==> src/design/aptw_pkg.sv <==
// aptw_pkg: shared types and constants of the ancestor path walker.
// No dependencies; imported by the core and the checker.
package aptw_pkg;

   localparam int DevIdW   = 16;
   localparam int PosW     = 4;
   localparam int PathLenW = 5;

   typedef logic [DevIdW-1:0] dev_id_type;

   localparam dev_id_type NoParent  = 16'hFFFF;
   localparam logic       KindLoad  = 1'b0;
   localparam logic       KindQuery = 1'b1;

endpackage

==> src/design/aptw_ram.sv <==
// aptw_ram: generic simple dual-port RAM, one write and one registered read port.
// No dependencies.
module aptw_ram #(
   parameter int WIDTH = 16,
   parameter int DEPTH = 16,
   localparam int AddrW = (DEPTH > 1) ? $clog2(DEPTH) : 1
) (
   input  logic             clock,
   input  logic             wr_en,
   input  logic [AddrW-1:0] wr_addr,
   input  logic [WIDTH-1:0] wr_data,
   input  logic             rd_en,
   input  logic [AddrW-1:0] rd_addr,
   output logic [WIDTH-1:0] rd_data
);

   logic [WIDTH-1:0] mem_ff [DEPTH];
   logic [WIDTH-1:0] rd_data_ff;

   always_ff @(posedge clock) begin
      if (wr_en) begin
         mem_ff[wr_addr] <= wr_data;
      end
      if (rd_en) begin
         rd_data_ff <= mem_ff[rd_addr];
      end
   end

   assign rd_data = rd_data_ff;

endmodule

==> src/design/ancestor_path_walker_core.sv <==
// ancestor_path_walker_core: record table, upward walk sequencer and path emitter.
// Depends on aptw_pkg and aptw_ram (record table and path store).
// Load: busy stays low. Query: takes the target, then per level scans the records,
// one compare a cycle, then emits the path, one result a cycle.
// The receiver cannot stall results. Synchronous reset empties the table at once.
module ancestor_path_walker_core
   import aptw_pkg::*;
#(
   parameter int MAX_DEVICES = 16,
   parameter int MAX_PATH    = 16
) (
   input  logic                clock,
   input  logic                reset,
   input  logic                start,
   output logic                busy,
   input  logic                req_kind,
   input  logic [DevIdW-1:0]   req_device_id,
   input  logic [DevIdW-1:0]   req_parent_id,
   output logic                rsp_valid,
   output logic [DevIdW-1:0]   rsp_path_id,
   output logic [PosW-1:0]     rsp_position,
   output logic [PathLenW-1:0] rsp_path_length,
   output logic                rsp_last
);

   localparam int CntW   = $clog2(MAX_DEVICES + 1);
   localparam int RecAw  = (MAX_DEVICES > 1) ? $clog2(MAX_DEVICES) : 1;
   localparam int LenW   = $clog2(MAX_PATH + 1);
   localparam int PathAw = (MAX_PATH > 1) ? $clog2(MAX_PATH) : 1;

   typedef enum logic [1:0] {
      ST_IDLE,
      ST_SCAN,
      ST_EMIT
   } state_type;

   state_type             state_ff;
   logic [CntW-1:0]       count_ff;
   dev_id_type            cur_ff;
   logic [LenW-1:0]       len_ff;
   logic [CntW-1:0]       scan_ff;
   logic                  cmp_ff;
   logic [LenW-1:0]       emit_k_ff;
   logic                  rsp_valid_ff;
   logic [PosW-1:0]       rsp_position_ff;
   logic [PathLenW-1:0]   rsp_path_length_ff;
   logic                  rsp_last_ff;

   logic                  accept;
   logic                  rec_wr_en;
   logic                  rec_rd_en;
   logic [2*DevIdW-1:0]   rec_rd_data;
   logic                  hit;
   dev_id_type            up_id;
   logic                  path_wr_en;
   logic [PathAw-1:0]     path_wr_addr;
   dev_id_type            path_wr_data;
   logic                  emit_issue;
   logic [LenW-1:0]       emit_addr;
   logic [LenW-1:0]       len_in;

   assign busy   = (state_ff != ST_IDLE);
   assign accept = start && (state_ff == ST_IDLE);

   assign rec_wr_en = accept && (req_kind == KindLoad) && (count_ff < CntW'(MAX_DEVICES));
   assign hit       = cmp_ff && (rec_rd_data[2*DevIdW-1:DevIdW] == cur_ff);
   assign up_id     = rec_rd_data[DevIdW-1:0];
   assign rec_rd_en = (state_ff == ST_SCAN) && !hit && (scan_ff < count_ff);
   assign len_in    = len_ff + LenW'(1);

   assign path_wr_en   = (accept && (req_kind == KindQuery)) ||
                         ((state_ff == ST_SCAN) && hit && (up_id != NoParent));
   assign path_wr_addr = (state_ff == ST_IDLE) ? '0 : len_ff[PathAw-1:0];
   assign path_wr_data = (state_ff == ST_IDLE) ? req_device_id : up_id;

   assign emit_issue = (state_ff == ST_EMIT) && (emit_k_ff < len_ff);
   assign emit_addr  = len_ff - LenW'(1) - emit_k_ff;

   aptw_ram #(
      .WIDTH (2 * DevIdW),
      .DEPTH (MAX_DEVICES)
   ) u_rec_ram (
      .clock   (clock),
      .wr_en   (rec_wr_en),
      .wr_addr (count_ff[RecAw-1:0]),
      .wr_data ({req_device_id, req_parent_id}),
      .rd_en   (rec_rd_en),
      .rd_addr (scan_ff[RecAw-1:0]),
      .rd_data (rec_rd_data)
   );

   aptw_ram #(
      .WIDTH (DevIdW),
      .DEPTH (MAX_PATH)
   ) u_path_ram (
      .clock   (clock),
      .wr_en   (path_wr_en),
      .wr_addr (path_wr_addr),
      .wr_data (path_wr_data),
      .rd_en   (emit_issue),
      .rd_addr (emit_addr[PathAw-1:0]),
      .rd_data (rsp_path_id)
   );

   always_ff @(posedge clock) begin
      if (reset) begin
         state_ff     <= ST_IDLE;
         count_ff     <= '0;
         cmp_ff       <= 1'b0;
         rsp_valid_ff <= 1'b0;
      end else begin
         rsp_valid_ff <= 1'b0;
         unique case (state_ff)
            ST_IDLE: begin
               if (rec_wr_en) begin
                  count_ff <= count_ff + CntW'(1);
               end
               if (accept && (req_kind == KindQuery)) begin
                  cur_ff    <= req_device_id;
                  len_ff    <= LenW'(1);
                  scan_ff   <= '0;
                  cmp_ff    <= 1'b0;
                  emit_k_ff <= '0;
                  state_ff  <= (LenW'(1) == LenW'(MAX_PATH)) ? ST_EMIT : ST_SCAN;
               end
            end
            ST_SCAN: begin
               priority if (hit) begin
                  cmp_ff  <= 1'b0;
                  scan_ff <= '0;
                  if (up_id == NoParent) begin
                     state_ff <= ST_EMIT;
                  end else begin
                     cur_ff <= up_id;
                     len_ff <= len_in;
                     if (len_in == LenW'(MAX_PATH)) begin
                        state_ff <= ST_EMIT;
                     end
                  end
               end else if (rec_rd_en) begin
                  scan_ff <= scan_ff + CntW'(1);
                  cmp_ff  <= 1'b1;
               end else begin
                  cmp_ff   <= 1'b0;
                  state_ff <= ST_EMIT;
               end
            end
            ST_EMIT: begin
               if (emit_issue) begin
                  rsp_valid_ff       <= 1'b1;
                  rsp_position_ff    <= PosW'(emit_k_ff);
                  rsp_path_length_ff <= PathLenW'(len_ff);
                  rsp_last_ff        <= (emit_k_ff == len_ff - LenW'(1));
                  emit_k_ff          <= emit_k_ff + LenW'(1);
               end else begin
                  state_ff <= ST_IDLE;
               end
            end
            default: begin
               state_ff <= ST_IDLE;
            end
         endcase
      end
   end

   assign rsp_valid       = rsp_valid_ff;
   assign rsp_position    = rsp_position_ff;
   assign rsp_path_length = rsp_path_length_ff;
   assign rsp_last        = rsp_last_ff;

endmodule

==> config.mk <==
export PLATFORM = sky130hd
export DESIGN_NAME = ancestor_path_walker_core
export DESIGN_NICKNAME = d
export VERILOG_FILES = /design/src/design/aptw_pkg.sv /design/src/design/aptw_ram.sv /design/src/design/ancestor_path_walker_core.sv
export SDC_FILE = /design/constraint.sdc
export NUM_CORES = 1
export LEC_CHECK = 0
export BUFFER_PORTS_ARGS = -buffer_cell sky130_fd_sc_hd__buf_2
export CAP_MARGIN = 25
export CORE_UTILIZATION = 67
export DETAILED_ROUTE_END_ITERATION = 12
export GPL_TIMING_DRIVEN = 0
export PLACE_DENSITY = 0.84
export SETUP_SLACK_MARGIN = 0.5
export SYNTH_ARGS = -nofsm -noshare
export SYNTH_HDL_FRONTEND = slang
export SYNTH_SLANG_ARGS = --single-unit
==> constraint.sdc <==
create_clock -name clock -period 14.03 [get_ports clock]
set_input_delay 0.7015 -clock clock [delete_from_list [all_inputs] [get_ports clock]]
set_output_delay 0.7015 -clock clock [all_outputs]
set_load 0.03 [all_outputs]
# Yosys cells after proc, flatten, opt, wreduce, memory -nomap -nowiden
# Memory sizes are Yosys's and may differ from the RTL's. A register that Yosys moved wholly into a read port is not among the register bits.
# Cells that the tools add are included.
# classes
magnitude_cmp	3
reduce_logical	24
addsub	6
n_eq_ne	15
mux	32
bitwise	3
# op_table
op	n
$mux W16	4
$mux W5	7
$pmux W16 S2	1
$pmux W5 S2	3
$add A5 B1 Y5 const B	4
$eq A16 B16 Y1	1
$eq A16 B16 Y1 const B	1
$ne A16 B16 Y1 const B	1
$mux W2	6
$reduce_and A4 Y1	3
$logic_and A1 B1 Y1	10
$lt A5 B5 Y1	2
$mux W1	8
$ne A2 B2 Y1 const B	4
$ne A3 B3 Y1 const B	2
$pmux W2 S3	1
$reduce_bool A2 Y1	3
$eq A5 B5 Y1	1
$eq A5 B5 Y1 const B	1
$lt A5 B5 Y1 const B	1
$reduce_and A5 Y1	1
$sub A5 B1 Y5 const B	1
$mux W4	1
$ne A4 B2 Y1 const B	1
12 further kinds	15
# totals
mem_count	2
input_bits	36
mem_bits_rw	768
reg_bits	50
# mem_list
name	depth	word_bits	read_ports	rd_ports_with_merged_regs	write_ports	line	rtl
u_rec_ram.mem_ff	16	32	1	1	1	aptw_ram.sv:17	logic [WIDTH-1:0] mem_ff [DEPTH];
u_path_ram.mem_ff	16	16	1	1	1	aptw_ram.sv:17	

# Logic depth before layout (Yosys ltp)
# Gate-level depths: netlist (run 1).
# logic_depth
depth_word	8
depth_mapped	10
depth_no_buf	8

# Modules after synthesis
# A second synthesis (run 1) with hierarchy kept.
# unflattened
cells_unflattened	1562
area_unflattened_um2	33339.5
# modules_own_cells
module	n_inst	cells_each	area_per_inst_um2	seq_area_each_um2
aptw_ram (u_rec_ram)	1	838	20155.6	16335.7
aptw_ram (u_path_ram)	1	432	10203.5	8167.8
ancestor_path_walker_core	1	292	2980.4	1411.4

# Worst setup path before layout (run 1)
# Ideal clock, no wire load.
# synth_timing
kind	flip-flop to flip-flop
from	reg cur_ff[9]
to	reg cur_ff[0] (enable)
path_buffers	0
arrival_time_ns	4.543
stages_incl_launch_ff	6
setup_ns	0.514
setup_slack_ns	8.973
path_cell_list	edfxtp_1 -> xor2_1 -> nor4_1 -> and3_1 -> nand2_1 -> a2111oi_0
# synth_via
elab_chain_len	4
# synth_rtl
item	line	rtl
from (decl)	ancestor_path_walker_core.sv:39	dev_id_type cur_ff;
from (signal assigned)	ancestor_path_walker_core.sv:119	cur_ff <= req_device_id;
from (signal assigned)	ancestor_path_walker_core.sv:134	cur_ff <= up_id;
$eq A16 B16 Y1	ancestor_path_walker_core.sv:66	assign hit = cmp_ff && (rec_rd_data[2*DevIdW-1:DevIdW] == cur_ff);
$logic_and A1 B1 Y1	ancestor_path_walker_core.sv:66	
$ne A2 B2 Y1 (no line)	--	
$reduce_and A5 Y1 (no line)	--	
# Every way passes these cells.
# A chain may end at the register's enable or synchronous reset.

# Worst setup path in the final report (run 1)
# layout_timing
from	reg len_ff[0]
to	reg u_path_ram.rd_data_ff[15] (netlist: u_path_ram.rd_data[15]), read port of u_path_ram.mem_ff (data pin)
# layout_via
elab_chain_len	2
elab_cells_between_ends	4
classes_between	add/sub: 2; order compare: 1; reduce/logical: 1
# layout_rtl
item	line	rtl
from (decl)	ancestor_path_walker_core.sv:40	logic [LenW-1:0] len_ff;
from (signal assigned)	ancestor_path_walker_core.sv:120	len_ff <= LenW'(1);
from (signal assigned)	ancestor_path_walker_core.sv:135	len_ff <= len_in;
$sub A5 B1 Y5 / $lt A5 B5 Y1 (equally long branches)	--	
$sub A4 B4 Y4 / $logic_and A1 B1 Y1 (equally long branches)	ancestor_path_walker_core.sv:77, ancestor_path_walker_core.sv:76	
to (decl)	aptw_ram.sv:18	logic [WIDTH-1:0] rd_data_ff;
# Parallel ways exist; a longest one is shown, timed or not.

==> impl_metrics.csv, run 1 <==
group,metric,value,unit
global_route,grtUsageTotal,35.08,%
critical_path,critical_path_required,14360,ps
cts,clk_pin_slew,70,ps
critical_path,reg2reg_depth,10,
routing,via_count,17450,
global_route,grt_overflow,0,
cts,clock_path_buffers,3,
die,die_w,226.0,µm
timing,max_freq,0.2261,GHz
yosys,ys_top_cells_by_area,"edfxtp_1, mux4_2, mux2i_1",
critical_path,worstPathCellList,"buf_2 > inv_1 > ha_1 > inv_1 > fa_1 > clkbuf_1 > clkbuf_1 > mux4_2 > mux2i_1 > mux2i_1",
critical_path,r2r_start,"len_ff[0]",
layout,final_area,0.03833,mm²
die,io_pins,64,
yosys,synth_top_family_by_area,"multiplexers",
global_route,grt_most_used_layer,"met2",
yosys,yosysTopAreaCell,"edfxtp_1",
cts,cts_hold_buf,0,
yosys,synth-xor-area-share,0.9567,%
min_path,holdCritPathClass,"in -> reg",
cts,numCtsBuffers,83,
run,maxCapViolations,0,
timing,timing.final.crit_share,31.52,%
die,core,0.04925,mm²
place,port_buffers,63,
critical_path,crit_family,"buffers and inverters",
die,die_h,226.0,µm
pwr,p_per_area,141.3,mW/mm²
cts,ctsResizeCount,0,
yosys,synth-simple-area-share,2.308,%
status,status,"finished clean",
yosys,synthMuxAreaShare,17.01,%
critical_path,worstPathArrival,4750,ps
global_route,grt_pass1_vias,18030,
cts,cts_tree,"yes",
timing,finalClockSkew,28.04,ps
place,dpl-instance-area,0.03569,mm²
routing,wl,85490,µm
routing,ant_nets,0,
critical_path,r2r_slack,9610,ps
cts,cts_sinks,866,
layout,drive_above_1_share,30.94,%
layout,diodes,0,
timing,finalHoldViolCount,0,
pwr,p_leak,12.38,nW
yosys,syn_area_per_cell,22.60,µm²
global_route,grtUsageMet3,8.431,%
min_path,hold_end,"u_rec_ram.mem_ff[1][0]",
yosys,synth_seq_area_share,77.11,%
layout,multi_input_area,0.007461,mm²
layout,fin_nets,1750,
die,die-area,0.05106,mm²
yosys,synth_common_cells,"edfxtp_1, mux4_2, nand2_1",
global_route,use_met1,44.29,%
routing,drc,0,
critical_path,critPathCaptureType,"register",
timing,slew_headroom,27.10,%
yosys,synth-seq-cells,866,
place,dp_hpwl,48330,µm
min_path,hold_path.startpoint,"req_parent_id[0]",
timing,fin_crit,4423,ps
timing,setup-tns-final,0,ps
critical_path,cp_max_fo,10,
global_route,antenna_found_initial,2,
yosys,yosysTopAreaCellShare,76.57,%
yosys,netlist_area,0.03361,mm²
critical_path,path_buf_inv,5,
yosys,async_flop_share,0,%
timing,drv_slew,0,
cts,cts_root_buf,"clkbuf_16",
yosys,synth-edff-count,857,
cts,cts.htree.levels,3,
min_path,whs_path_depth,1,
critical_path,path_class,"reg -> reg",
yosys,yosys_warnings,0,
place,gp_congestion,0.8670,
layout,area_growth,14.03,%
cts,cts_setup_buffers,0,
pwr,ir_drop,0.0001522,V
routing,drt_iter0_drc,2957,
global_route,grt.met2_usage,57.50,%
routing,wl_per_cell,35.30,µm
critical_path,critPathLaunchType,"register",
routing,first_pass_iters,7,
timing,rsz0062_at_grt,"false",
yosys,syn_nets,1545,
global_route,grt_pass1_wl,123200,µm
yosys,ys.flop_type,"edfxtp_1",
global_route,grt_max_degree,23,
critical_path,slowest_stage,"clkbuf_1",
timing,finalSetupViolations,0,
layout,nFillCells,2306,
yosys,yosys.area_share.adder,0.8413,%
routing,avgViaCountPerCell,7.204,
yosys,synth_compound_gate_area_share,0.4765,%
cts,clock_latency,640,ps
yosys,postSynthCellCount,1487,
critical_path,max_stage_delay,670,ps
yosys,yosysUniqueCellTypes,46,
timing,tightest_slew,1094,ps
critical_path,reg2reg_to,"u_path_ram.rd_data[15]",
layout,seqCellArea,0.02591,mm²
yosys,yosysMostFrequentCell,"edfxtp_1",
die,initial_core_util,68.24,%
die,rows,81,
final cells by class:
cell class | count | area share [%]
buffer | 69 | 0.9598
sequential | 866 | 67.62
multi-input combinational | 533 | 19.47
clock buffer | 100 | 5.808
tap | 664 | 2.168
timing repair buffer | 120 | 2.759
clock inverter | 51 | 1.035
inverter | 19 | 0.1861
power breakdown:
group	switching, mW	internal [mW]	leakage [nW]
sequential	0.0116	2.88	7.80
combinational	0.206	0.127	3.31
clock	0.966	1.22	1.27
metrics by stage:
| stage | hold WS [ps] | std cells | setup slack (ps) | power [mW] | utilization, % |
|---|---|---|---|---|---|
| after floorplan | 443.5 | 1487 | 8973 | 3.140 | - |
| after global placement | 467.2 | 2214 | 6971 | 3.237 | 70.56 |
| after global routing | 431.3 | 2422 | 9628 | 5.515 | 77.81 |
| final | 437.0 | 2422 | 9607 | 5.414 | 77.81 |
| after detailed placement | 496.9 | 2270 | 9927 | 3.259 | 72.46 |
| after CTS | 417.8 | 2421 | 9805 | 5.408 | 77.78 |
registers in the layout, indices dropped and copies added, names as in the netlist, 16 cells and up:
register            count
cur_ff                 16
u_path_ram.mem_ff     256
u_path_ram.rd_data     16
u_rec_ram.mem_ff      512
u_rec_ram.rd_data      32
worst max-delay path by stage:
stage,from,end,cells past startpoint
after floorplan,cur_ff[9],cur_ff[0],5
final,len_ff[0],u_path_ram.rd_data[15],10
after global routing,len_ff[0],u_path_ram.rd_data[12],10
after CTS,len_ff[0],u_path_ram.rd_data[12],10
after detailed placement,len_ff[0],u_path_ram.rd_data[4],10
after global placement,state_ff[0],u_rec_ram.mem_ff[2][17],6
cells by family (layout without fill, tap and decap cells):
kind of cell,after synthesis,after routing
flops,866,866
simple gates,163,163
fa+ha+maj,22,22
xor+xnor,35,35
compound gates,24,24
buf+inv,88,359
mux,289,289
cells in the final DEF, fill, tap and decap left out, drive strengths merged, types with 7 or more instances in the layout:
cell	synthesis	routed
dfxtp	9	9
inv	19	20
nand2	67	67
mux2	16	16
nor2	37	37
clkbuf	29	129
clkinv	0	41
xor2	12	12
nand4	8	8
xnor2	23	23
mux2i	49	49
nand3	10	10
buf	40	160
nor3	14	14
ha	21	21
edfxtp	857	857
nor4	10	10
a21oi	7	7
mux4	224	224
per-layer routing:
| layer | vias up | part of all wire (%) |
|---|---|---|
| li1 | 6615 | - |
| met1 | 8814 | 33 |
| met2 | 1650 | 50 |
| met3 | 365 | 11 |
| met4 | 4 | 5.9 |
| met5 | - | 0.030 |
worst reg2reg max path: cells and delay by family, from the launching register on:
| kind | cells | cell delay, ps |
|---|---|---|
| flip-flops | 1 | 480 |
| multiplexers | 3 | 880 |
| buffers and inverters | 5 | 1880 |
| adder cells (fa/ha/maj) | 2 | 880 |
Note: power is estimated with default switching activity, not from simulation.
==> run 2: changes to the inputs <==
--- a/config.mk
+++ b/config.mk
@@ -7,10 +7,10 @@
 export LEC_CHECK = 0
 export BUFFER_PORTS_ARGS = -buffer_cell sky130_fd_sc_hd__buf_2
 export CAP_MARGIN = 25
-export CORE_UTILIZATION = 67
+export CORE_UTILIZATION = 62
 export DETAILED_ROUTE_END_ITERATION = 12
 export GPL_TIMING_DRIVEN = 0
-export PLACE_DENSITY = 0.84
+export PLACE_DENSITY = 0.79
 export SETUP_SLACK_MARGIN = 0.5
 export SYNTH_ARGS = -nofsm -noshare
 export SYNTH_HDL_FRONTEND = slang
==> constraint.sdc (replaced) <==
create_clock -name clock -period 4.3 [get_ports clock]
set_input_delay 0.215 -clock clock [delete_from_list [all_inputs] [get_ports clock]]
set_output_delay 0.215 -clock clock [all_outputs]
set_load 0.03 [all_outputs]
==> run 2 against run 1 <==
Fmax is 24% higher. Sequential power grew to 3.3 times the previous value. Global-route usage is 5.5 points lower. Flip-flop and latch count stayed put. Wire length is 6.7% lower. First-iteration DRC count is 28% lower. Worst hold slack worse by 420 ps. Sequential share of layout area is 0.66 points lower. Highest routed layer is now met4.
==> impl_metrics.csv, run 2 (synthesis results as in run 1) <==
group,metric,value,unit
status,status,"finished clean",
cts,clock_path_buffers,3,
place,gp_congestion,0.8277,
cts,numCtsBuffers,84,
pwr,p_leak,12.49,nW
critical_path,critical_path_required,4560,ps
timing,max_freq,0.2815,GHz
timing,drv_slew,0,
run,maxCapViolations,0,
die,die-area,0.05515,mm²
die,die_w,234.8,µm
place,dp_hpwl,46500,µm
critical_path,cp_max_fo,19,
die,rows,84,
layout,final_cell_mix,"edfxtp_1, mux4_2, clkbuf_16, buf_2, nand2_1",
timing,finalSetupViolations,0,
timing,fin_crit,3553,ps
cts,cts_root_buf,"clkbuf_16",
cts,cts_setup_buffers,0,
critical_path,critPathLaunchType,"register",
timing,timing.final.crit_share,82.62,%
pwr,p_per_area,454.9,mW/mm²
routing,ant_nets,0,
routing,wl_per_cell,32.26,µm
layout,drive_above_1_share,30.08,%
layout,area_growth,15.15,%
die,core,0.05308,mm²
timing,finalHoldViolCount,0,
cts,clock_latency,630,ps
routing,drc,0,
timing,rsz0062_at_grt,"false",
routing,avgViaCountPerCell,6.797,
global_route,grt_overflow,0,
global_route,grt_max_degree,25,
place,port_buffers,63,
cts,cts_sinks,866,
layout,regMostFlops,"u_rec_ram.mem_ff",
min_path,hold_path.startpoint,"req_device_id[13]",
global_route,grtUsageTotal,29.62,%
min_path,holdCritPathClass,"in -> reg",
critical_path,r2r_start,"len_ff[2]",
global_route,grt_pass1_wl,115400,µm
layout,seqCellArea,0.02591,mm²
routing,first_pass_iters,5,
layout,fin_nets,1774,
die,io_pins,64,
global_route,grt_pass1_vias,17490,
critical_path,worstPathArrival,3810,ps
die,initial_core_util,63.32,%
timing,whs,21.51,ps
pwr,ir_drop,0.0003702,V
critical_path,path_class,"reg -> reg",
routing,via_count,16800,
timing,finalClockSkew,20.95,ps
routing,wl,79720,µm
die,die_h,234.8,µm
timing,slew_headroom,30.30,%
layout,final_common_cell,"edfxtp_1",
layout,multi_input_area,0.007498,mm²
critical_path,worstSetupStartpoint,"len_ff[2]",
pwr,power,17.60,mW
global_route,antenna_found_initial,1,
routing,drt_iter0_drc,2133,
cts,cts_tree,"yes",
cts,cts.htree.levels,3,
critical_path,critPathCaptureType,"register",
layout,largest_register_ffs,512,
cts,clk_pin_slew,60,ps
timing,tightest_slew,1046,ps
layout,nFillCells,2772,
## run 2: changes by cell type in the layout (fill, tap and decap cells not counted), sizes merged
cell / previous run / this run
diode: 0 / 1
clkinvlp: 4 / 0
inv: 20 / 21
buf: 160 / 150
dlygate4sd3: 0 / 33
clkbuf: 129 / 142
clkinv: 41 / 32
## run 2: routing by layer
metal | up-vias | share of wire (%) | track usage [%] | routed length [µm]
li1 | 6685 | - | - | -
met1 | 8717 | 35 | 37.93 | 28270
met2 | 1171 | 51 | 50.17 | 40590
met3 | 222 | 9.7 | 5.992 | 7759
met4 | 0 | 3.9 | 12.28 | 3096
met5 | - | 0 | 0 | 0
## run 2: cell type report
cell class / count / share of cell area, %
Sequential cell: 866 / 66.96
Multi-Input combinational cell: 533 / 19.38
Clock buffer: 113 / 5.933
Timing Repair Buffer: 143 / 3.505
Tap cell: 688 / 2.224
Buffer: 69 / 0.9731
Clock inverter: 39 / 0.8373
Inverter: 19 / 0.1843
Antenna cell: 1 / 0.006466
## run 2: metrics by stage
step                      TNS, ps  setup WS (ps)  std cells  util, %  area [µm²]
after CTS                       0          700.5       2470    72.91       38700
after floorplan                 0          868.7       1487        -       33640
final                           0          747.5       2471    72.92       38700
after detailed placement        0          267.2       2285    67.34       35740
after global placement    -374490         -846.1       2238    65.59       34810
after global routing            0          516.2       2471    72.92       38700
## run 2: path summary, 6_finish.rpt
path / to / slack, ps / depth (start not counted)
setup / recovery: rsp_position[3] / 750 / 7
setup reg to reg: rsp_position[3] / 750 / 7
hold / removal: u_rec_ram.mem_ff[10][29] / 20 / 1
hold reg to reg: rsp_path_length[3] / 510 / 0
## run 2: repair_timing
action	in CTS	in global routing
hold buffers	33	0
setup endpoints to repair	16	0
hold endpoints to repair	484	0
resized for setup	7	0
## run 2: power breakdown
group | internal, mW | total [mW] | switching [mW]
clock | 4.05 | 7.10 | 3.05
sequential | 9.40 | 9.43 | 0.0347
combinational | 0.434 | 1.08 | 0.641
## run 2: critical path, stage by stage (launching register included)
cell and delay [ps]:
edfxtp_1 440, buf_1 460, inv_1 150, ha_1 320
o211ai_1 80, a21bo_2 170, and2_1 810, nor2b_1 730
